==> src/rtl/skr_ram.sv <==
// Generic RAM with one write port and one registered read port.
module skr_ram #(
	parameter int Width = 32,
	parameter int Depth = 16
) (
	input  logic                     clk,
	input  logic                     we,
	input  logic [$clog2(Depth)-1:0] waddr,
	input  logic [Width-1:0]         wdata,
	input  logic [$clog2(Depth)-1:0] raddr,
	output logic [Width-1:0]         rdata
);
	logic [Width-1:0] mem [Depth];

	always_ff @(posedge clk) begin
		if (we) begin
			mem[waddr] <= wdata;
		end
		rdata <= mem[raddr];
	end
endmodule

==> config.mk <==
export PLATFORM = sky130hd
export DESIGN_NAME = skr_ram
export DESIGN_NICKNAME = d
export VERILOG_FILES = /design/src/rtl/skr_ram.sv
export SDC_FILE = /design/constraint.sdc
export NUM_CORES = 1
export LEC_CHECK = 0
export BUFFER_PORTS_ARGS = -buffer_cell sky130_fd_sc_hd__buf_2
export CAP_MARGIN = 20
export CORE_MARGIN = 5
export CORE_UTILIZATION = 64
export CTS_BUF_LIST = sky130_fd_sc_hd__clkbuf_2
export CTS_CLUSTER_DIAMETER = 150
export CTS_CLUSTER_SIZE = 30
export DETAILED_ROUTE_END_ITERATION = 7
export PLACE_DENSITY = 0.86
export SLEW_MARGIN = 15
export SYNTH_ARGS = -nofsm -noshare
export SYNTH_HDL_FRONTEND = slang
export SYNTH_SLANG_ARGS = --single-unit
==> constraint.sdc <==
create_clock -name clk -period 4.7 [get_ports clk]
set_input_delay 0.94 -clock clk [delete_from_list [all_inputs] [get_ports clk]]
set_output_delay 0.94 -clock clk [all_outputs]
set_load 0.02 [all_outputs]
==> flow_summary.yaml <==
sta:
  final.min_clock_period_ps: 2644
  maxSlewViolCount: 0
  max_freq_ghz: 0.3782
  setup_violations: 0
  hold_violations: 0
  slew_headroom_pct: 27.84
  rsz0062_at_grt: "no"
  period_share_pct: 56.26
  worst_slew_pin_slew_ps: 1080
  tns_ps: 0
  skew_ps: 125.3
cts:
  cts_setup_buffers: 0
  ctsHoldBuffers: 0
  insertion_delay_ps: 1000
  htree_levels: 1
  clk_pin_slew_ps: 510
  cts.sink_count: 544
  cts_root_buffer: "clkbuf_2"
  numCtsBuffers: 22
  cts.repair.resized: 0
  tritoncts: "yes"
  cts_max_path_buffers: 3
place:
  finalWeightedCongestion: 0.7758
  dp_cells: 1286
  numPortBuffers: 73
  postPlaceCellArea_um2: 20840
  dp_hpwl_um: 22200
power_and_ir_drop:
  ir_worst_vdd_uv: 255.7
  power.internal_mw: 5.825
  p_sw_share_pct: 21.49
  p_leak_nw: 6.655
  combPwrFrac_pct: 6.7
  power_density_nw_per_um2: 350.8
  power_frac_seq_pct: 73.6
  clockPowerShare_pct: 19.6
  p_sw_mw: 1.595
worst_setup_path:
  cp_slowest_cell: "dfxtp_1"
  reg2reg_slack_ps: 3290
  required_ps: 3760
  worst_r2r_path_depth: 3
  critical_path.top_delay_family: "flip-flops"
  critPathKind: "register to primary output"
  crit_path_cell_trace: "buf_2"
  crit_buf_inv: 1
  cp_max_fo: 1
  crit_path_start_kind: "register"
  cp.arrival_ps: 1700
  worst-path-stages: 1
  max_stage_delay_ps: 480
  worst_setup_path_end_kind: "primary output"
outcome:
  status: "finished clean"
synthesis:
  syn_area_per_cell_um2: 23.69
  synth_fp_nets: 880
  yosysSeqAreaShare_pct: 80.67
  synth_cell_types: 18
  synth_warnings: 0
  syn_inst: 838
  synthesis.area_um2: 19850
  synth_seq_cells: 544
run:
  drv_cap: 0
route:
  vias: 8778
  detailedRoute.firstPassIterationCount: 5
  drt_iter0_drc: 985
  drt-total-wl_um: 38430
  vias_per_cell: 6.615
  ant_nets: 0
  drc_errors: 0
  avgRoutedWirePerCell_um: 28.96
grt:
  grt_pass1_wl_um: 57790
  grt_max_degree: 53
  grt_antenna_before_repair: 2
  track_usage_pct: 22.82
  first_global_vias: 9253
  grt_overflow: 0
final_layout:
  layout_common_cells: "edfxtp_1 (512), mux4_2 (128), buf_2 (71)"
  final_common_cell: "edfxtp_1"
  synthToLayoutAreaGrowth_pct: 6.529
  stdcell_count: 1327
  final_nets: 960
  fin_area_um2: 21150
  drive_gt1_share_pct: 30.54
floorplan:
  core_um2: 30590
  die_h_um: 186.1
  start_util_pct: 64.91
  ios: 74
  die_area_um2: 34640
  die_w_um: 186.1
  rows: 64
min_path:
  hold_depth: 1
  min_path_type: "input pin to register"
-- worst paths after layout --
kind | start | endpoint
worst min register to register | mem[14][23] | rdata[23]
worst max register to register | mem[10][8] | rdata[8]
worst max-delay path | rdata[17] | rdata[17]
worst min-delay path | wdata[15] | mem[3][15]
-- power groups by stage --
stage,sequential [mW],combinational [mW],clock (mW)
after floorplan,5.59,0.260,0
after detailed placement,5.56,0.499,0
after CTS,5.47,0.500,1.48
after global placement,5.56,0.481,0
final,5.46,0.500,1.46
after global routing,5.48,0.538,1.67
-- logic make-up after synthesis --
group | Yosys count | share of synthesized area, %
flip-flops | 544 | 80.67
multiplexers | 128 | 14.52
AND/OR/NAND/NOR | 59 | 1.273
buffers and inverters | 43 | 1.122
AO/OA/AOI/OAI | 64 | 2.420
-- cells in the mapped netlist (all sizes together) --
cell type,instances,area (um^2)
dfxtp,32,640.6
nand2b,2,12.51
buf,26,158.9
edfxtp,512,15370
a22oi,64,480.5
nor2,13,48.80
clkbuf,17,63.81
or3b,1,8.760
nor2b,2,12.51
nand2,33,123.9
and2,1,6.260
nor3,4,20.02
mux4,128,2883
nand3,1,5.000
nand3b,2,15.01
-- per-layer routing --
| metal | track usage, % | part of all wire, % | wire length [um] | vias to the layer above |
|---|---|---|---|---|
| met5 | 0 | 0.034 | 13 | - |
| met4 | 5.421 | 2.4 | 908 | 2 |
| met3 | 3.287 | 7.0 | 2683 | 60 |
| met2 | 38.80 | 52 | 19870 | 388 |
| met1 | 32.55 | 39 | 14950 | 4635 |
| li1 | - | - | - | 3693 |
-- stage by stage --
| step | total power, mW | hold slack (ps) | utilization, % | setup slack [ps] |
|---|---|---|---|---|
| 5_1_grt | 7.687 | 105.5 | 69.14 | 1962 |
| 6_report | 7.420 | 187.2 | 69.14 | 2056 |
| 3_3_place_gp | 6.036 | 652.1 | 68.13 | 1715 |
| 4_1_cts | 7.442 | 113.7 | 68.80 | 1997 |
| 2_1_floorplan | 5.852 | 634.9 | - | 580.4 |
| 3_5_place_dp | 6.063 | 656.8 | 68.13 | 1691 |
-- registers in the layout (all words and copies together) (netlist names) --
register and flops:
rdata 32, mem 512
-- layout make-up --
cell class	instances	area, um^2
Timing Repair Buffer	99	681.9
Antenna cell	1	2.502
Clock buffer	35	175.2
Clock inverter	1	30.03
Fill cell	1787	9439
Tap cell	396	495.5
Multi-Input combinational cell	251	3750
Sequential cell	544	16020
No activity file was read; power rests on OpenSTA's default activity.
