===== src/rtl/skr_pkg.sv =====
// Package: shared constants, types and helpers for the k-point reducer.
package skr_pkg;

	localparam int MaxOps       = 48;
	localparam int MaxClasses   = 4096;
	localparam int MatDepth     = MaxOps * 9;
	localparam int MatAw        = $clog2(MatDepth);
	localparam int ClsAw        = $clog2(MaxClasses);
	localparam int CntW         = ClsAw + 1;
	localparam int OpW          = 6;

	localparam logic [1:0] CmdLoad     = 2'd0;
	localparam logic [1:0] CmdClassify = 2'd1;
	localparam logic [1:0] CmdClear    = 2'd2;

	localparam logic [1:0] RegOpCount = 2'd0;
	localparam logic [1:0] RegMatchTol = 2'd1;

	typedef enum logic [3:0] {
		ST_IDLE,
		ST_MRD,     // matrix element read issued
		ST_MUL,     // multiply element by coordinate
		ST_ACC,     // accumulate product
		ST_AXIS,    // finish one axis (saturate)
		ST_SCAN,    // issue class read
		ST_CMP,     // compare registered class
		ST_UPD,     // write weight
		ST_NEW,     // store new class
		ST_OUT      // result waits
	} state_t;

	// controller -> datapath
	typedef struct packed {
		logic       cap_point;     // latch input point
		logic       clr_acc;       // clear axis accumulator
		logic       mul_en;        // register product
		logic       acc_en;        // add product into accumulator
		logic       axis_done;     // saturate and store rotated axis
		logic [1:0] axis;          // axis under rotation
		logic [1:0] col;           // matrix column / point coordinate
		logic       hit_upd;       // latch match result
		logic       new_cls;       // write new class
		logic       res_full;      // emit full-table result
		logic       res_zero;      // emit all-zero result
	} dp_cmd_t;

	// datapath -> controller
	typedef struct packed {
		logic match;
	} dp_sts_t;

	function automatic logic [31:0] sat_axis(input logic signed [65:0] v);
		if (v > 66'sd2147483647)       return 32'h7fffffff;
		else if (v < -66'sd2147483648) return 32'h80000000;
		else                           return v[31:0];
	endfunction

endpackage


===== src/rtl/skr_datapath.sv =====
// Datapath: rotation multiply-accumulate, class compare and result register.
module skr_datapath (
	input  logic                        clk,
	input  skr_pkg::dp_cmd_t            cmd_i,
	output skr_pkg::dp_sts_t            sts_o,
	input  logic [31:0]                 point_x,
	input  logic [31:0]                 point_y,
	input  logic [31:0]                 point_z,
	input  logic [31:0]                 mat_rdata,
	input  logic [95:0]                 cls_rdata,
	input  logic [15:0]                 wgt_rdata,
	input  logic [24:0]                 tol,
	input  logic [skr_pkg::ClsAw-1:0]   scan_idx,
	output logic [95:0]                 rot_o,
	output logic [15:0]                 wgt_new,
	output logic [11:0]                 class_index,
	output logic                        is_new,
	output logic [15:0]                 class_weight,
	output logic                        table_full,
	output logic [31:0]                 rep_x,
	output logic [31:0]                 rep_y,
	output logic [31:0]                 rep_z
);
	import skr_pkg::*;

	logic [31:0]        pt_q [3];
	logic signed [63:0] prod_q;
	logic signed [65:0] acc_q;
	logic [31:0]        rot_q [3];
	logic [32:0]        ma, mb, d;
	logic               ok [3];
	logic               sa, sb;
	logic [31:0]        a, b;

	always_ff @(posedge clk) begin
		if (cmd_i.cap_point) begin
			pt_q[0] <= point_x;
			pt_q[1] <= point_y;
			pt_q[2] <= point_z;
		end
		if (cmd_i.mul_en) begin
			prod_q <= $signed(mat_rdata) * $signed(pt_q[cmd_i.col]);
		end
		if (cmd_i.clr_acc) begin
			acc_q <= '0;
		end else if (cmd_i.acc_en) begin
			acc_q <= acc_q + 66'(prod_q);
		end
		if (cmd_i.axis_done) begin
			// floor shift of the exact three-term sum
			rot_q[cmd_i.axis] <= sat_axis(acc_q >>> 24);
		end
	end

	assign rot_o = {rot_q[2], rot_q[1], rot_q[0]};

	always_comb begin
		for (int k = 0; k < 3; k++) begin
			a = rot_q[k];
			b = cls_rdata[32*k +: 32];
			ma = a[31] ? 33'(-$signed({a[31], a})) : {1'b0, a};
			mb = b[31] ? 33'(-$signed({b[31], b})) : {1'b0, b};
			d  = (ma >= mb) ? ma - mb : mb - ma;
			sa = (a != '0);
			sb = (b != '0);
			ok[k] = (a[31] == b[31]) && (sa == sb) && (d < {8'd0, tol});
		end
	end
	assign sts_o.match = ok[0] && ok[1] && ok[2];
	assign wgt_new = (wgt_rdata == 16'hffff) ? wgt_rdata : wgt_rdata + 16'd1;

	always_ff @(posedge clk) begin
		if (cmd_i.hit_upd) begin
			class_index  <= 12'(scan_idx);
			is_new       <= 1'b0;
			class_weight <= wgt_new;
			table_full   <= 1'b0;
			{rep_z, rep_y, rep_x} <= cls_rdata;
		end else if (cmd_i.new_cls) begin
			class_index  <= 12'(scan_idx);
			is_new       <= 1'b1;
			class_weight <= 16'd1;
			table_full   <= 1'b0;
			{rep_z, rep_y, rep_x} <= rot_o;
		end else if (cmd_i.res_full || cmd_i.res_zero) begin
			class_index  <= '0;
			is_new       <= 1'b0;
			class_weight <= '0;
			table_full   <= cmd_i.res_full;
			{rep_z, rep_y, rep_x} <= '0;
		end
	end
endmodule


===== config.mk =====
export PLATFORM = sky130hd
export DESIGN_NAME = skr_datapath
export DESIGN_NICKNAME = d
export VERILOG_FILES = /design/src/rtl/skr_pkg.sv /design/src/rtl/skr_datapath.sv
export SDC_FILE = /design/constraint.sdc
export NUM_CORES = 2
export LEC_CHECK = 0
export BUFFER_PORTS_ARGS = -buffer_cell sky130_fd_sc_hd__buf_2
export CAP_MARGIN = 20
export CORE_UTILIZATION = 55
export CTS_BUF_LIST = sky130_fd_sc_hd__clkbuf_16
export CTS_CLUSTER_SIZE = 12
export DETAILED_ROUTE_END_ITERATION = 16
export HOLD_SLACK_MARGIN = 0.12
export PLACE_DENSITY = 0.74
export SYNTH_ARGS = -nofsm -noshare
export SYNTH_HDL_FRONTEND = slang
export SYNTH_SLANG_ARGS = --single-unit

===== constraint.sdc =====
create_clock -name clk -period 10.5 [get_ports clk]
set_input_delay 1.05 -clock clk [delete_from_list [all_inputs] [get_ports clk]]
set_output_delay 1.05 -clock clk [all_outputs]
set_load 0.05 [all_outputs]

==> impl_results.md <==
- Status: finished clean
- Post-CTS Hold Fix Bufs: 0
- Residual DRC count: 0
- Die W: 364 um
- Final Hold Vio Count: 0
- Later-pin clock latency in the skew report: 670 ps
- DP Area: 76800 sq um
- Setup crit end: sts_o
- Met3 WL: 19100 um
- Worst r2r src: pt_q[0][12]
- First-pass GRT wire length: ~340000 um
- Ys flop type: edfxtp_1
- CP max FO: 4
- Clock sink count: 448
- Yosys reg bits: 448
- Final worst-path cycle share: between 90% and 100%
- Initial Util: between 50% and 60%
- Maximum clock rate: just under 100 MHz
- Reg2reg end: prod_q[63]
- CP Capture Type: output pin
- Critical-path top delay cell: or4_4
- Startpoint Class: primary input
- Crit path from: cls_rdata[8]
- DR top layer: met5
- Slowest Stage Delay on Critical Path: 600 ps
- WS Path Type: in -> out
- Period minus WS final: approximately 10000 ps
- Final worst slack: around 380 ps
- Root Buffer: clkbuf_16
- Worst r2r path cells: 28
- Detail Route Antenna Nets: 0
- Setup_tns: 0 ps
- Total global routing overflow: 0
- Die area: 132000 sq um
- Synth top area share: 30.3%
- Ranking of synthesized cells by area: fa_1 30%, edfxtp_1 16%, ha_1 9.1%, inv_1 6.6%, nand2_1 3.8%
- Finished Cell Area: between 70000 and 80000 sq um
- Delay-heaviest family, CP: simple AND/OR/NAND/NOR gates
- Vias in the first global route: 60200
- Largest net degree at the start of global routing: 97
- Final Max Slew Viols: 0
- Mapped Cells: 7729
- Placer Congestion: 1.04
- Rows: 132
- Final Setup Violations: 0
- Synth warn: 0
- Reg-to-reg slack, setup: 1170 ps
- Unique masters post-synth: between 90 and 100
- DRT Wirelength: 223000 um
- Number of flops mapped to enable cells by yosys: 380
- Most common cell in the netlist: inv_1
- Top Ports: 530
- Worst slew pin tran: 1090 ps
- H-tree lvl count: 2
- Data required, critical path: 9450 ps
- Area Growth Syn to Fin: 9.80%
- Via Count: slightly below 60000
- # Max-Cap Violations: 0
- Slew headroom: 27.4%
- Initial antenna violation count: 16
- Post-synthesis async set-or-reset flop share: 0%
- Clk_skew: 29.2 ps
- M1 wire length: 88500 um
- Leading area contributor after synthesis: fa_1
- CP arrival: 9070 ps
- Clk buf depth: 3
- CTS tree: done
- Avg Synthesized Cell Area: 9.31 sq um
- Drt first-iter violations: between 4000 and 5000
- Total CTS buffers: 55
- Buf/Inv on CP: 2
- Core box area: 130000 sq um
- IO buf count: 529
- HPWL after detailed placement: 182000 um
- Metal2 WL: between 100000 and 150000 um
- Seq/Total Area, Yosys: 17.7%
- Hold Path Class: reg -> reg
- Area of the mapped netlist: roughly 70000 sq um
- DRT Pass-1 Iters: 6
- Vias/cell: 5.85
- Fill cell count: 11100
- Dpl ws: between 30 and 40 ps
- Post-synth top cells: 1265 x inv_1, 1089 x fa_1, 728 x nand2_1
- GRT Overall Usage: 33.8%
- Share of post-route cells with drive strength above 1: between 10% and 20%
- Wire per inst: between 20 and 25 um
- Die H: 364 um
- Net count, final: 10000
- Crit. path cell count: 35
- CTS clk-pin slew, worst paths: ~60 ps
==> cell usage in the layout, fill, tap and decap left out, types with 22 or more instances in the layout <==
master	Yosys	final
o31ai_1	56	50
a31oi_1	35	34
nand4_1	66	66
mux2i_1	128	127
a21o_1	234	234
nor2_1	296	293
edfxtp_1	380	380
nand2_1	728	725
clkbuf_16	0	55
nor4_1	27	22
ha_1	523	520
o21bai_1	58	58
nand2b_1	66	64
xor2_1	128	127
o21ai_2	1	27
xnor2_1	277	274
a22o_1	93	93
dfxtp_1	68	68
nor2b_1	216	214
nand3_1	78	78
and3_1	33	33
or3_1	38	36
o21a_1	48	48
fa_1	1089	1089
a21oi_1	351	344
and2_1	404	404
buf_2	19	525
inv_1	1265	1276
nor3_1	68	68
buf_4	4	179
o21ai_0	257	233
o41ai_1	25	22
==> flip-flops by register name (all words and copies together), names as in the netlist <==
| name | cells |
|---|---|
| rot_q | 96 |
| rep_z | 32 |
| pt_q | 96 |
| is_new | 1 |
| prod_q | 64 |
| rep_x | 32 |
| rep_y | 32 |
| acc_q | 66 |
| table_full | 1 |
| class_weight | 16 |
| class_index | 12 |
==> logic make-up (layout without fill, tap and decap cells) <==
kind of cell	after synthesis	in the layout	synth area share, %
flip-flops	448	448	17.7
multiplexers	142	142	2.00
other	2	16	0.0104
AO/OA/AOI/OAI	1352	1353	12.4
adder cells (fa/ha/maj)	1612	1612	39.4
buffers and inverters	1652	2079	8.68
AND/OR/NAND/NOR	2116	2116	14.8
XOR/XNOR	405	405	4.93
==> layout make-up <==
class	instances	area (sq um)	share of cell area [%]
Antenna cell	10	25.0	0.0317
Clock buffer	55	1380	1.74
Clock inverter	43	318	0.402
Inverter	1265	4750	6.01
Multi-Input combinational cell	5634	53400	67.6
Sequential cell	448	12800	16.2
Tap cell	1742	2180	2.76
Timing Repair Buffer	716	4210	5.32
==> per-stage QoR <==
step                      utilization (%)  instances  hold WS [ps]
final                                61.0       9913           503
after global routing                 61.0       9908           538
after CTS                            60.6       9870           507
after detailed placement             59.2       9767           495
after global placement               59.2       9767           466
after floorplan                         -       7733           465
==> routing by layer <==
layer  vias up  track usage (%)
met3       580             6.47
met5         -                0
li1      25900                -
met2      2710             55.4
met4         8             15.4
met1     28800             43.2
==> worst min-delay path, cell delays in order (launching register included) <==
cell	delay, ps
dfxtp_1	330
mux2i_1	70
nor2_1	70
==> repair_timing <==
| action | in CTS | in global routing |
|---|---|---|
| setup buffers | 4 | 31 |
| gates cloned | 1 | 0 |
| gates resized for setup | 8 | 46 |
| pin swaps | 2 | 15 |
| setup endpoints to repair | 1 | 1 |
==> worst min path at each step <==
stage,start,endpoint,slack (ps),cells past startpoint
2_1_floorplan,acc_q[0],acc_q[0],460,2
3_3_place_gp,is_new,is_new,470,2
3_5_place_dp,acc_q[17],acc_q[17],490,2
4_1_cts,acc_q[17],acc_q[17],510,2
5_1_grt,point_z[6],pt_q[2][6],540,1
6_report,acc_q[17],acc_q[17],500,2
Power is not shown: default switching activity piles up to over one toggle a cycle in this logic, so the estimate is an artifact.
