## config.mk

```make
export PLATFORM = sky130hd
export DESIGN_NAME = skr_ctrl
export DESIGN_NICKNAME = d
export VERILOG_FILES = /design/src/rtl/skr_pkg.sv /design/src/rtl/skr_ctrl.sv
export SDC_FILE = /design/constraint.sdc
export NUM_CORES = 1
export LEC_CHECK = 0
export ABC_CLOCK_PERIOD_IN_PS = 4750
export BUFFER_PORTS_ARGS = -buffer_cell sky130_fd_sc_hd__buf_2
export CELL_PAD_IN_SITES_DETAIL_PLACEMENT = 1
export CELL_PAD_IN_SITES_GLOBAL_PLACEMENT = 2
export CORE_MARGIN = 5
export CORE_UTILIZATION = 37
export DETAILED_ROUTE_END_ITERATION = 16
export PLACE_DENSITY = 0.89
export SYNTH_ARGS = -nofsm -noshare
export SYNTH_HDL_FRONTEND = slang
export SYNTH_SLANG_ARGS = --single-unit
```

## constraint.sdc

```tcl
create_clock -name clk -period 4.75 [get_ports clk]
set_clock_uncertainty 0.15 [all_clocks]
set_input_delay 0.2375 -clock clk [delete_from_list [all_inputs] [get_ports clk]]
set_output_delay 0.2375 -clock clk [all_outputs]
set_load 0.1 [all_outputs]
```

## src/rtl/skr_pkg.sv

```systemverilog
// Package: shared constants, types and helpers for the k-point reducer.
package skr_pkg;

	localparam int MaxOps       = 48;
	localparam int MaxClasses   = 4096;
	localparam int MatDepth     = MaxOps * 9;
	localparam int MatAw        = $clog2(MatDepth);
	localparam int ClsAw        = $clog2(MaxClasses);
	localparam int CntW         = ClsAw + 1;
	localparam int OpW          = 6;

	localparam logic [1:0] CmdLoad     = 2'd0;
	localparam logic [1:0] CmdClassify = 2'd1;
	localparam logic [1:0] CmdClear    = 2'd2;

	localparam logic [1:0] RegOpCount = 2'd0;
	localparam logic [1:0] RegMatchTol = 2'd1;

	typedef enum logic [3:0] {
		ST_IDLE,
		ST_MRD,     // matrix element read issued
		ST_MUL,     // multiply element by coordinate
		ST_ACC,     // accumulate product
		ST_AXIS,    // finish one axis (saturate)
		ST_SCAN,    // issue class read
		ST_CMP,     // compare registered class
		ST_UPD,     // write weight
		ST_NEW,     // store new class
		ST_OUT      // result waits
	} state_t;

	// controller -> datapath
	typedef struct packed {
		logic       cap_point;     // latch input point
		logic       clr_acc;       // clear axis accumulator
		logic       mul_en;        // register product
		logic       acc_en;        // add product into accumulator
		logic       axis_done;     // saturate and store rotated axis
		logic [1:0] axis;          // axis under rotation
		logic [1:0] col;           // matrix column / point coordinate
		logic       hit_upd;       // latch match result
		logic       new_cls;       // write new class
		logic       res_full;      // emit full-table result
		logic       res_zero;      // emit all-zero result
	} dp_cmd_t;

	// datapath -> controller
	typedef struct packed {
		logic match;
	} dp_sts_t;

	function automatic logic [31:0] sat_axis(input logic signed [65:0] v);
		if (v > 66'sd2147483647)       return 32'h7fffffff;
		else if (v < -66'sd2147483648) return 32'h80000000;
		else                           return v[31:0];
	endfunction

endpackage

```

## src/rtl/skr_ctrl.sv

```systemverilog
// Controller: sequences operations, axes and the class scan.
module skr_ctrl (
	input  logic                       clk,
	input  logic                       arst_n,
	input  logic                       in_go,
	input  logic [1:0]                 cmd,
	input  logic [skr_pkg::OpW-1:0]    op_lim,
	input  skr_pkg::dp_sts_t           sts_i,
	input  logic                       out_take,
	output skr_pkg::dp_cmd_t           cmd_o,
	output skr_pkg::state_t            state_o,
	output logic [skr_pkg::MatAw-1:0]  mat_raddr,
	output logic [skr_pkg::ClsAw-1:0]  cls_idx,
	output logic                       cls_we,
	output logic                       wgt_we
);
	import skr_pkg::*;

	state_t         st_q, st_d;
	logic [5:0]     op_q, op_d;
	logic [1:0]     ax_q, ax_d, col_q, col_d;
	logic [CntW-1:0] cnt_q, cnt_d, j_q, j_d;

	assign state_o = st_q;
	assign cls_idx = j_q[ClsAw-1:0];
	assign mat_raddr = MatAw'(op_q * 9 + ax_q * 3 + col_q);

	always_ff @(posedge clk or negedge arst_n) begin
		if (!arst_n) begin
			st_q <= ST_IDLE; op_q <= '0; ax_q <= '0; col_q <= '0;
			cnt_q <= '0; j_q <= '0;
		end else begin
			st_q <= st_d; op_q <= op_d; ax_q <= ax_d; col_q <= col_d;
			cnt_q <= cnt_d; j_q <= j_d;
		end
	end

	always_comb begin
		st_d = st_q; op_d = op_q; ax_d = ax_q; col_d = col_q;
		cnt_d = cnt_q; j_d = j_q;
		cmd_o = '0;
		cmd_o.axis = ax_q;
		cmd_o.col = col_q;
		cls_we = 1'b0; wgt_we = 1'b0;
		unique case (st_q)
			ST_IDLE: begin
				if (in_go) begin
					if (cmd == CmdClassify) begin
						cmd_o.cap_point = 1'b1;
						cmd_o.clr_acc = 1'b1;
						op_d = '0; ax_d = '0; col_d = '0;
						st_d = ST_MRD;
					end else begin
						if (cmd == CmdClear) cnt_d = '0;
						cmd_o.res_zero = 1'b1;
						st_d = ST_OUT;
					end
				end
			end
			ST_MRD: st_d = ST_MUL;
			ST_MUL: begin
				cmd_o.mul_en = 1'b1;
				st_d = ST_ACC;
			end
			ST_ACC: begin
				cmd_o.acc_en = 1'b1;
				if (col_q == 2'd2) begin
					col_d = '0;
					st_d = ST_AXIS;
				end else begin
					col_d = col_q + 2'd1;
					st_d = ST_MRD;
				end
			end
			ST_AXIS: begin
				cmd_o.axis_done = 1'b1;
				cmd_o.clr_acc = 1'b1;
				if (ax_q == 2'd2) begin
					ax_d = '0;
					j_d = '0;
					st_d = ST_SCAN;
				end else begin
					ax_d = ax_q + 2'd1;
					st_d = ST_MRD;
				end
			end
			ST_SCAN: begin
				if (j_q < cnt_q) begin
					st_d = ST_CMP;
				end else if (op_q + 6'd1 < op_lim) begin
					op_d = op_q + 6'd1;
					st_d = ST_MRD;
				end else if (cnt_q >= CntW'(MaxClasses)) begin
					cmd_o.res_full = 1'b1;
					st_d = ST_OUT;
				end else begin
					j_d = cnt_q;
					st_d = ST_NEW;
				end
			end
			ST_CMP: begin
				if (sts_i.match) begin
					cmd_o.hit_upd = 1'b1;
					wgt_we = 1'b1;
					st_d = ST_OUT;
				end else begin
					j_d = j_q + 1'b1;
					st_d = ST_SCAN;
				end
			end
			ST_NEW: begin
				cmd_o.new_cls = 1'b1;
				cls_we = 1'b1;
				wgt_we = 1'b1;
				cnt_d = cnt_q + 1'b1;
				st_d = ST_OUT;
			end
			ST_OUT: if (out_take) st_d = ST_IDLE;
			default: st_d = ST_IDLE;
		endcase
	end
endmodule

```

==> results of run 1 <==
==> synthesized netlist by cell type, drive strengths merged (2+ instances only) <==
cell type and instances:
a2111oi 2, a21o 3, a21oi 29, a22oi 2, a31oi 2, and2 2, and3 2, and4 2
buf 16, clkbuf 9, dfrtp 40, fa 3, ha 44, inv 41, mux2 2, nand2 28
nand2b 5, nand3 19, nand4 4, nor2 35, nor2b 5, nor3 13, nor3b 4, nor4 2
o21ai 39, o22ai 4, o2bb2ai 11, o31ai 2, or2 7, xnor2 13
==> final cells by class <==
cell class,instances,area (µm²),share of cell area
inverters,41,154,0.0404
well taps,111,139,0.0364
flip-flops and latches,40,1000,0.263
repair buffers,58,308,0.0807
multi-input cells,302,2120,0.556
clock buffers,8,90.1,0.0236
==> through the flow <==
step | hold slack, ns | cell area (µm²)
final | 0.0720 | 3810
after global routing | 0.0921 | 3810
after CTS | 0.0676 | 3810
after detailed placement | 0.303 | 3710
after global placement | 0.293 | 3710
after floorplan | -0.208 | 3420
==> state kept, by name (all words and copies together) (netlist names) <==
signal / flops
state_o: 4
op_q: 6
cnt_q: 13
j_q: 13
col_q: 2
ax_q: 2
==> worst paths after layout <==
path	to	cells after the start	start
max in group asynchronous	op_q[3]	2	arst_n
min reg2reg	j_q[12]	1	j_q[12]
min	state_o[0]	3	out_take
min in group asynchronous	j_q[9]	2	arst_n
max reg2reg	op_q[1]	10	op_q[0]
max	mat_raddr[8]	16	ax_q[0]
==> worst max-delay path, cell delays in order, from the launching register on <==
cell	delay, ns
dfrtp_1	0.42
inv_1	0.12
ha_1	0.22
ha_1	0.28
inv_1	0.05
fa_1	0.46
inv_1	0.06
ha_1	0.17
inv_1	0.06
fa_1	0.40
nor2b_1	0.12
o21ai_0	0.09
a21boi_0	0.31
o21a_1	0.16
nor2_1	0.06
xnor2_2	0.10
buf_2	0.43
==> cells by family after synthesis <==
group / after synthesis / share of synthesized area
AO/OA/AOI/OAI: 106 / 0.193
multiplexers: 2 / 0.00662
flip-flops: 40 / 0.294
adder cells (fa/ha/maj): 47 / 0.180
XOR/XNOR: 14 / 0.0361
buffers and inverters: 66 / 0.0883
AND/OR/NAND/NOR: 133 / 0.202
==> cell usage in the layout (no fill, tap or decap), types with 2 or more instances in the layout <==
cell       Yosys  routed
o21ai_0       39      39
dfrtp_1       40      40
nand4_1        4       4
nand3_1       19      19
o22ai_1        4       4
mux2_2         2       2
nor2b_1        5       5
a21oi_1       29      29
nor2_1        35      34
a21o_1         3       3
nor3_2         3       4
and3_1         2       2
buf_4         13       5
buf_2          3      52
fa_1           3       3
a22oi_1        2       2
xnor2_1       13      11
o2bb2ai_1     11      11
clkbuf_1       9       2
nor3_1        10       9
inv_1         40      40
a31oi_1        2       2
o31ai_1        2       2
nand2_1       28      28
or2_2          7       7
and4_1         2       2
xnor2_2        0       2
nor3b_1        4       4
ha_1          44      44
and2_1         2       2
clkbuf_8       0       6
nand2b_1       5       5
==> metal layers <==
layer	wire length [µm]	GRT usage	vias to the layer above
met5	0	0	-
met4	106	0.0342	0
met3	266	0.0269	10
met2	4530	0.302	44
met1	4490	0.236	1517
li1	-	-	1498
==> where the power goes <==
group | internal, mW | leakage, nW | switching, mW
logic | 0.196 | 1.32 | 0.750
registers | 0.403 | 0.532 | 0.112
clock network | 0.119 | 0.0455 | 0.125
==> flow_metrics.py, run 1 <==
metrics = {
    "synth": {
        "syn_avg_cell_area_um2": 8.33,
        "synthArstFlopShare": 1.00,
        "ys_warn_count": 0,
        "synth.distinct_cells": 53,
        "ys_ff_latch": 40,
        "ys_top_cells_by_area": "dfrtp_1 29%, ha_1 16%, o21ai_0 5.7%",
        "synth_cells": 408,
        "yosys_most_used_dff": "dfrtp_1",
        "synth_seq_area_share": 0.294,
        "syn_nets": 468,
        "synth_edf_count": 0,
        "synth.largest_area_cell": "dfrtp_1",
        "netlist.area_leader.share": 0.294,
        "syn_area_um2": 3400,
    },
    "timing": {
        "hold_violations": 0,
        "setup_viol": 0,
        "maxSlewHeadroom": 0.284,
        "fin_setup_tns_ns": 0,
        "fmax_ghz": 0.237,
        "maxSlewViolCount": 0,
        "layout_min_cycle_time_ns": 4.21,
        "min_period_over_period": 0.887,
        "setup_ws_ns": 0.535,
        "rsz0062_at_grt": "no",
        "worst_slew_pin_slew_ns": 1.07,
    },
    "global_route": {
        "track_usage": 0.176,
        "first_global_vias": 3217,
        "antenna_found_initial": 0,
        "grt_max_degree": 41,
        "globalRouteOverflowTotal": 0,
        "grt_pass1_wl_um": 16100,
    },
    "layout": {
        "stdcell_count": 560,
        "fin_nets": 508,
        "fill_cells": 1117,
        "antenna_cells": 0,
        "final_core_util": 0.419,
        "area_growth_pct": 12.1,
        "drive_gt1_frac": 0.187,
    },
    "clocking": {
        "cts.sinks": 40,
        "cts_buffers": 5,
        "postCtsHoldBufs": 1,
        "htree_levels": 2,
        "cts_tree": "built",
        "cts.path.max_buffers": 2,
        "clock_latency_ns": 0.30,
        "ctsResizeCount": 0,
        "cts_setup_buffers": 0,
        "cts-root-buf": "clkbuf_8",
        "clk_pin_slew_ns": 0.08,
    },
    "placement": {
        "port_buffers": 52,
        "dpl.hpwl_um": 7450,
        "post-place-ws_ns": 0.858,
        "gp_congestion": 0.791,
        "dpl.cell_count": 551,
    },
    "setup_path": {
        "setup.worst_path.class": "reg -> out",
        "r2r_slack_ns": 1.27,
        "end_kind": "output port",
        "startpoint_type": "flip-flop",
        "cp_max_fo": 5,
        "cp.arrival_ns": 3.83,
        "cp.required_ns": 4.36,
    },
    "floorplanning": {
        "die_h_um": 106,
        "start_util": 0.373,
        "dieWidth_um": 106,
        "ios": 53,
        "core_area_um2": 9110,
        "die-area_um2": 11200,
        "std_cell_rows": 35,
    },
    "min_path": {
        "holdCritPathClass": "in -> reg",
    },
    "routing": {
        "wl_per_cell_um": 16.8,
        "wl_um": 9400,
        "postRouteAntennaNets": 0,
        "first_pass_iters": 4,
        "drtIter0Drc": 109,
        "drc_errors": 0,
        "vias_per_cell": 5.48,
        "vias": 3069,
    },
    "status": {
        "status": "completed",
    },
    "power": {
        "fin_total_pwr_mw": 1.71,
        "p_per_area_nw_per_um2": 447,
        "peakVddDrop_mv": 0.443,
        "leakagePower_nw": 1.90,
    },
    "flow_run": {
        "drv_cap": 0,
    },
}
No activity file was read; power rests on OpenSTA's default activity.
==> run 2: changes to the inputs <==
ABC_CLOCK_PERIOD_IN_PS = 4400   (was 4750)
CORE_UTILIZATION = 34   (was 37)
PLACE_DENSITY = 0.83   (was 0.89)
SKIP_CTS_REPAIR_TIMING = 1   (was not set)
clock period = 4.4 ns   (was 4.75 ns; I/O delays follow)
==> run 2 against run 1 <==
Compared with the run above:
- utilization decreased by 2.2 points
- final cell count is 3.9% higher
- sequential power up 8.3%
- flip-flop and latch count is the same
- global-route usage is 0.87 points lower
- via count increased by 0.26%
- sequential share of layout area fell by 0.42 points
- wire length rose by 1.7%
- clock-buffer cell count down 3
- combinational power grew 8%
- power up 11%
- setup slack lost 0.25 ns
- critical path type unchanged
- critical endpoint unchanged
- largest power group unchanged
==> flow_metrics.py, run 2 (synthesis gave the netlist of run 1 again) <==
metrics = {
    "layout": {
        "area_growth_pct": 14.0,
        "largestRegisters": "cnt_q x13, j_q x13, op_q x6",
        "stdcell_count": 582,
        "register_area_um2": 1000,
        "fin_nets": 508,
        "multiInputGateArea_um2": 2130,
        "drive_gt1_frac": 0.194,
        "antenna_cells": 0,
        "final_cell_mix": "51 x buf_2, 44 x ha_1, 40 x inv_1, 40 x dfrtp_1, 39 x o21ai_0",
        "fill_cells": 1224,
        "finish.instance_area_um2": 3870,
        "mostFrequentLayoutCell": "buf_2",
    },
    "timing": {
        "min_period_over_period": 0.936,
        "maxSlewViolCount": 0,
        "setup_viol": 0,
        "fmax_ghz": 0.243,
        "hold_violations": 0,
        "worst_slew_pin_slew_ns": 1.07,
        "maxSlewHeadroom": 0.284,
        "rsz0062_at_grt": "no",
        "layout_min_cycle_time_ns": 4.12,
    },
    "clocking": {
        "htree_levels": 2,
        "clk_pin_slew_ns": 0.10,
        "cts_tree": "built",
        "clock_latency_ns": 0.31,
        "cts.path.max_buffers": 2,
        "cts-root-buf": "clkbuf_8",
        "cts.sinks": 40,
        "cts_buffers": 5,
    },
    "setup_path": {
        "timing.rr.end": "op_q[2]",
        "critPathTopFamily": "adder cells",
        "startpoint_type": "flip-flop",
        "critPathMostFrequentCell": "inv_1",
        "cp.required_ns": 4.03,
        "worstRegToRegCells": 10,
        "cp.depth": 16,
        "timing.critical_path.cells": "inv_1 -> ha_1 -> ha_1 -> inv_1 -> fa_1 -> inv_1 -> ha_1 -> inv_1 -> fa_1 -> nor2b_1 -> o21ai_0 -> a21boi_0 -> o21a_1 -> nor2_1 -> xnor2_2 -> clkbuf_4",
        "cp.arrival_ns": 3.75,
        "setup.worst_path.class": "reg -> out",
        "cp_max_fo": 5,
        "reg2reg_from": "op_q[0]",
        "end_kind": "output port",
        "slowest_stage": "fa_1",
        "path_buf_inv": 5,
        "slowest_delay_ns": 0.46,
        "r2r_slack_ns": 0.81,
    },
    "floorplanning": {
        "die-area_um2": 12100,
        "ios": 53,
        "die_h_um": 110,
        "std_cell_rows": 36,
        "dieWidth_um": 110,
        "core_area_um2": 9770,
        "start_util": 0.348,
    },
    "routing": {
        "drc_errors": 0,
        "wl_per_cell_um": 16.4,
        "vias_per_cell": 5.29,
        "wl_um": 9560,
        "vias": 3077,
        "postRouteAntennaNets": 0,
        "first_pass_iters": 4,
        "drtIter0Drc": 80,
    },
    "placement": {
        "dpl_cell_area_um2": 3750,
        "dpl.hpwl_um": 7490,
        "dpl.cell_count": 573,
        "gp_congestion": 0.794,
        "port_buffers": 52,
    },
    "global_route": {
        "first_global_vias": 3131,
        "grt_max_degree": 41,
        "grt_pass1_wl_um": 16100,
        "antenna_found_initial": 0,
        "globalRouteOverflowTotal": 0,
        "track_usage": 0.167,
    },
    "min_path": {
        "hold_depth": 3,
        "worstHoldStart": "out_take",
        "min_to": "state_o[0]",
        "holdCritPathClass": "in -> reg",
    },
    "status": {
        "status": "completed",
    },
    "power": {
        "peakVddDrop_mv": 0.536,
        "leakagePower_nw": 1.92,
        "p_per_area_nw_per_um2": 490,
    },
    "flow_run": {
        "drv_cap": 0,
    },
}
## run 2: final cells by class
class                           count  area share
Multi-Input combinational cell    302       0.549
Sequential cell                    40       0.258
Timing Repair Buffer               58      0.0801
Tap cell                          133      0.0429
Inverter                           41      0.0397
Clock buffer                        5      0.0178
Clock inverter                      3      0.0119
## run 2: worst max-delay path by stage
| stage | start | end |
|---|---|---|
| global route | ax_q[0] | mat_raddr[8] |
| floorplan | ax_q[0] | mat_raddr[4] |
| CTS | ax_q[0] | mat_raddr[8] |
| global placement | ax_q[0] | mat_raddr[8] |
| detailed placement | ax_q[0] | mat_raddr[8] |
| finish | ax_q[0] | mat_raddr[8] |
## run 2: where the power goes
group | leakage (nW) | internal [mW] | total [mW] | switching [mW]
Combinational | 1.33 | 0.211 | 1.02 | 0.807
Clock | 0.0548 | 0.171 | 0.325 | 0.153
Sequential | 0.532 | 0.434 | 0.558 | 0.124
Total | 1.92 | 0.817 | 1.90 | 1.08
## run 2: worst reg2reg max path, cell delays in order, from the launching register on
cell	delay (ns)
dfrtp_1	0.48
ha_1	0.27
nor2b_1	0.14
or2_2	0.28
ha_1	0.29
a21o_1	0.16
a31oi_1	0.24
o21ai_0	0.31
a2111oi_2	0.78
or2_2	0.28
o21ai_0	0.09
## run 2: metal layers
metal / vias up / part of all wire / global-route usage
met1: 1539 / 0.48 / 0.230
met3: 6 / 0.024 / 0.0227
li1: 1503 / - / -
met4: 0 / 0.0054 / 0.0267
met5: - / 0 / 0
met2: 29 / 0.49 / 0.284
## run 2: stage by stage
stage | hold slack (ns) | power (mW) | worst slack, ns | util | TNS [ns]
6_report | 0.0590 | 1.90 | 0.281 | 0.396 | 0
5_1_grt | 0.0640 | 2.01 | 0.0202 | 0.396 | 0
4_1_cts | -0.0530 | 1.92 | 0.122 | 0.395 | 0
3_5_place_dp | 0.288 | 1.59 | 0.482 | 0.383 | 0
3_3_place_gp | 0.282 | 1.57 | 0.639 | 0.383 | 0
2_1_floorplan | -0.226 | 1.41 | -0.385 | - | -0.740
==> run 3: changes to the inputs <==
PLACE_DENSITY = 0.78   (was 0.83)
==> run 3 against run 2 <==
Compared with the run above:
- the run now ends with negative hold slack left
- global-route usage is 0.080 points higher
- utilization fell by 0.41 points
- largest cell class unchanged
- clock-buffer cell count grew 1
- non-clock buffer count is the same
==> flow_metrics.py, run 3 (synthesis gave the netlist of run 1 again) <==
metrics = {
    "placement": {
        "gp_congestion": 0.765,
        "port_buffers": 52,
        "dpl.hpwl_um": 7490,
    },
    "clocking": {
        "htree_levels": 2,
        "cts_buffers": 5,
        "cts.sinks": 40,
        "clock_latency_ns": 0.30,
        "cts-root-buf": "clkbuf_8",
        "cts_tree": "built",
        "clk_pin_slew_ns": 0.08,
        "cts.path.max_buffers": 2,
    },
    "min_path": {
        "holdCritPathClass": "in -> async",
    },
    "timing": {
        "hold_violations": 40,
        "holdWs_ns": -0.0805,
        "rsz0062_at_grt": "no",
        "maxSlewHeadroom": 0.267,
        "layout_min_cycle_time_ns": 4.08,
        "fin_setup_tns_ns": 0,
        "worst_slew_pin_slew_ns": 1.10,
        "maxSlewViolCount": 0,
        "setup_viol": 0,
        "fmax_ghz": 0.245,
        "min_period_over_period": 0.928,
    },
    "floorplanning": {
        "start_util": 0.348,
        "die-area_um2": 12100,
        "std_cell_rows": 36,
        "dieWidth_um": 110,
        "die_h_um": 110,
        "core_area_um2": 9770,
        "ios": 53,
    },
    "layout": {
        "fill_cells": 1217,
        "fin_nets": 508,
        "area_growth_pct": 12.8,
        "mostFrequentLayoutCell": "buf_2",
        "largestRegisters": "cnt_q x13, j_q x13, op_q x6",
        "drive_gt1_frac": 0.192,
        "final_cell_mix": "51 x buf_2, 44 x ha_1, 40 x inv_1, 40 x dfrtp_1, 39 x o21ai_0",
        "antenna_cells": 0,
    },
    "routing": {
        "drtIter0Drc": 91,
        "wl_per_cell_um": 16.4,
        "wl_um": 9560,
        "postRouteAntennaNets": 0,
        "vias_per_cell": 5.22,
        "first_pass_iters": 4,
        "drc_errors": 0,
        "vias": 3032,
    },
    "power": {
        "sw_frac_of_total": 0.586,
        "p_switching_mw": 1.07,
        "p_clk_frac": 0.136,
        "fin_total_pwr_mw": 1.82,
        "peakVddDrop_mv": 0.515,
        "p_int_mw": 0.753,
        "leakagePower_nw": 1.90,
        "seqPwrFrac": 0.306,
        "power_frac_comb": 0.558,
        "p_per_area_nw_per_um2": 474,
    },
    "setup_path": {
        "startpoint_type": "flip-flop",
        "cp.required_ns": 4.03,
        "worstRegToRegCells": 11,
        "end_kind": "output port",
        "reg2reg_from": "op_q[0]",
        "cp_max_fo": 5,
        "cp.arrival_ns": 3.71,
        "setup.worst_path.class": "reg -> out",
        "worstSetupStartpoint": "ax_q[0]",
    },
    "global_route": {
        "grt_pass1_wl_um": 16000,
        "globalRouteOverflowTotal": 0,
        "grt_max_degree": 41,
        "track_usage": 0.168,
        "first_global_vias": 3134,
        "antenna_found_initial": 0,
    },
    "flow_run": {
        "drv_cap": 0,
    },
    "status": {
        "status": "complete, but fails checks",
        "violations": "negative hold slack",
    },
}
-- run 3: path summary, 6_finish.rpt --
check                               end  slack [ns]
max                        mat_raddr[8]        0.32
min                             op_q[2]       -0.08
max reg2reg                     op_q[3]        0.93
min reg2reg                    cnt_q[1]        0.39
max in group asynchronous        j_q[5]        3.59
min in group clk             state_o[3]        0.09
-- run 3: stage by stage --
| step | cell area (µm²) | setup slack, ns | std cells | utilization |
|---|---|---|---|---|
| after floorplan | 3430 | -0.385 | 408 | - |
| after global placement | 3750 | 0.631 | 574 | 0.384 |
| after detailed placement | 3750 | 0.452 | 574 | 0.384 |
| after CTS | 3830 | 0.112 | 581 | 0.392 |
| after global routing | 3830 | 0.0919 | 581 | 0.392 |
| final | 3830 | 0.319 | 581 | 0.392 |
-- run 3: power groups by stage --
stage / logic (mW) / clock network [mW] / registers (mW)
final: 1.02 / 0.247 / 0.557
after global routing: 1.09 / 0.275 / 0.573
after CTS: 1.03 / 0.258 / 0.557
after detailed placement: 1.02 / 0 / 0.565
after global placement: 1.01 / 0 / 0.561
after floorplan: 0.717 / 0 / 0.688
-- run 3: cell type report --
cell class | instances | area, µm² | area share
inverters | 41 | 154 | 0.0401
well taps | 133 | 166 | 0.0434
repair buffers | 58 | 308 | 0.0803
flip-flops and latches | 40 | 1000 | 0.261
clock buffers | 6 | 72.6 | 0.0189
multi-input cells | 302 | 2130 | 0.555
clock inverters | 1 | 5.00 | 0.00131
-- run 3: layer usage --
metal,wire (µm),up-vias,track usage
li1,-,1493,-
met1,4530,1487,0.228
met2,4570,40,0.280
met3,264,12,0.0215
met4,188,0,0.0490
met5,0,-,0
-- run 3: critical path: stages (launching register included) --
cell      delay, ns
dfrtp_1        0.42
inv_1          0.12
ha_1           0.22
ha_1           0.27
inv_1          0.05
fa_1           0.53
inv_1          0.04
ha_1           0.20
inv_1          0.07
fa_1           0.20
nor2b_1        0.05
o21ai_0        0.25
a21boi_1       0.15
o21a_1         0.18
nor2_1         0.17
xnor2_2        0.13
clkbuf_4       0.34
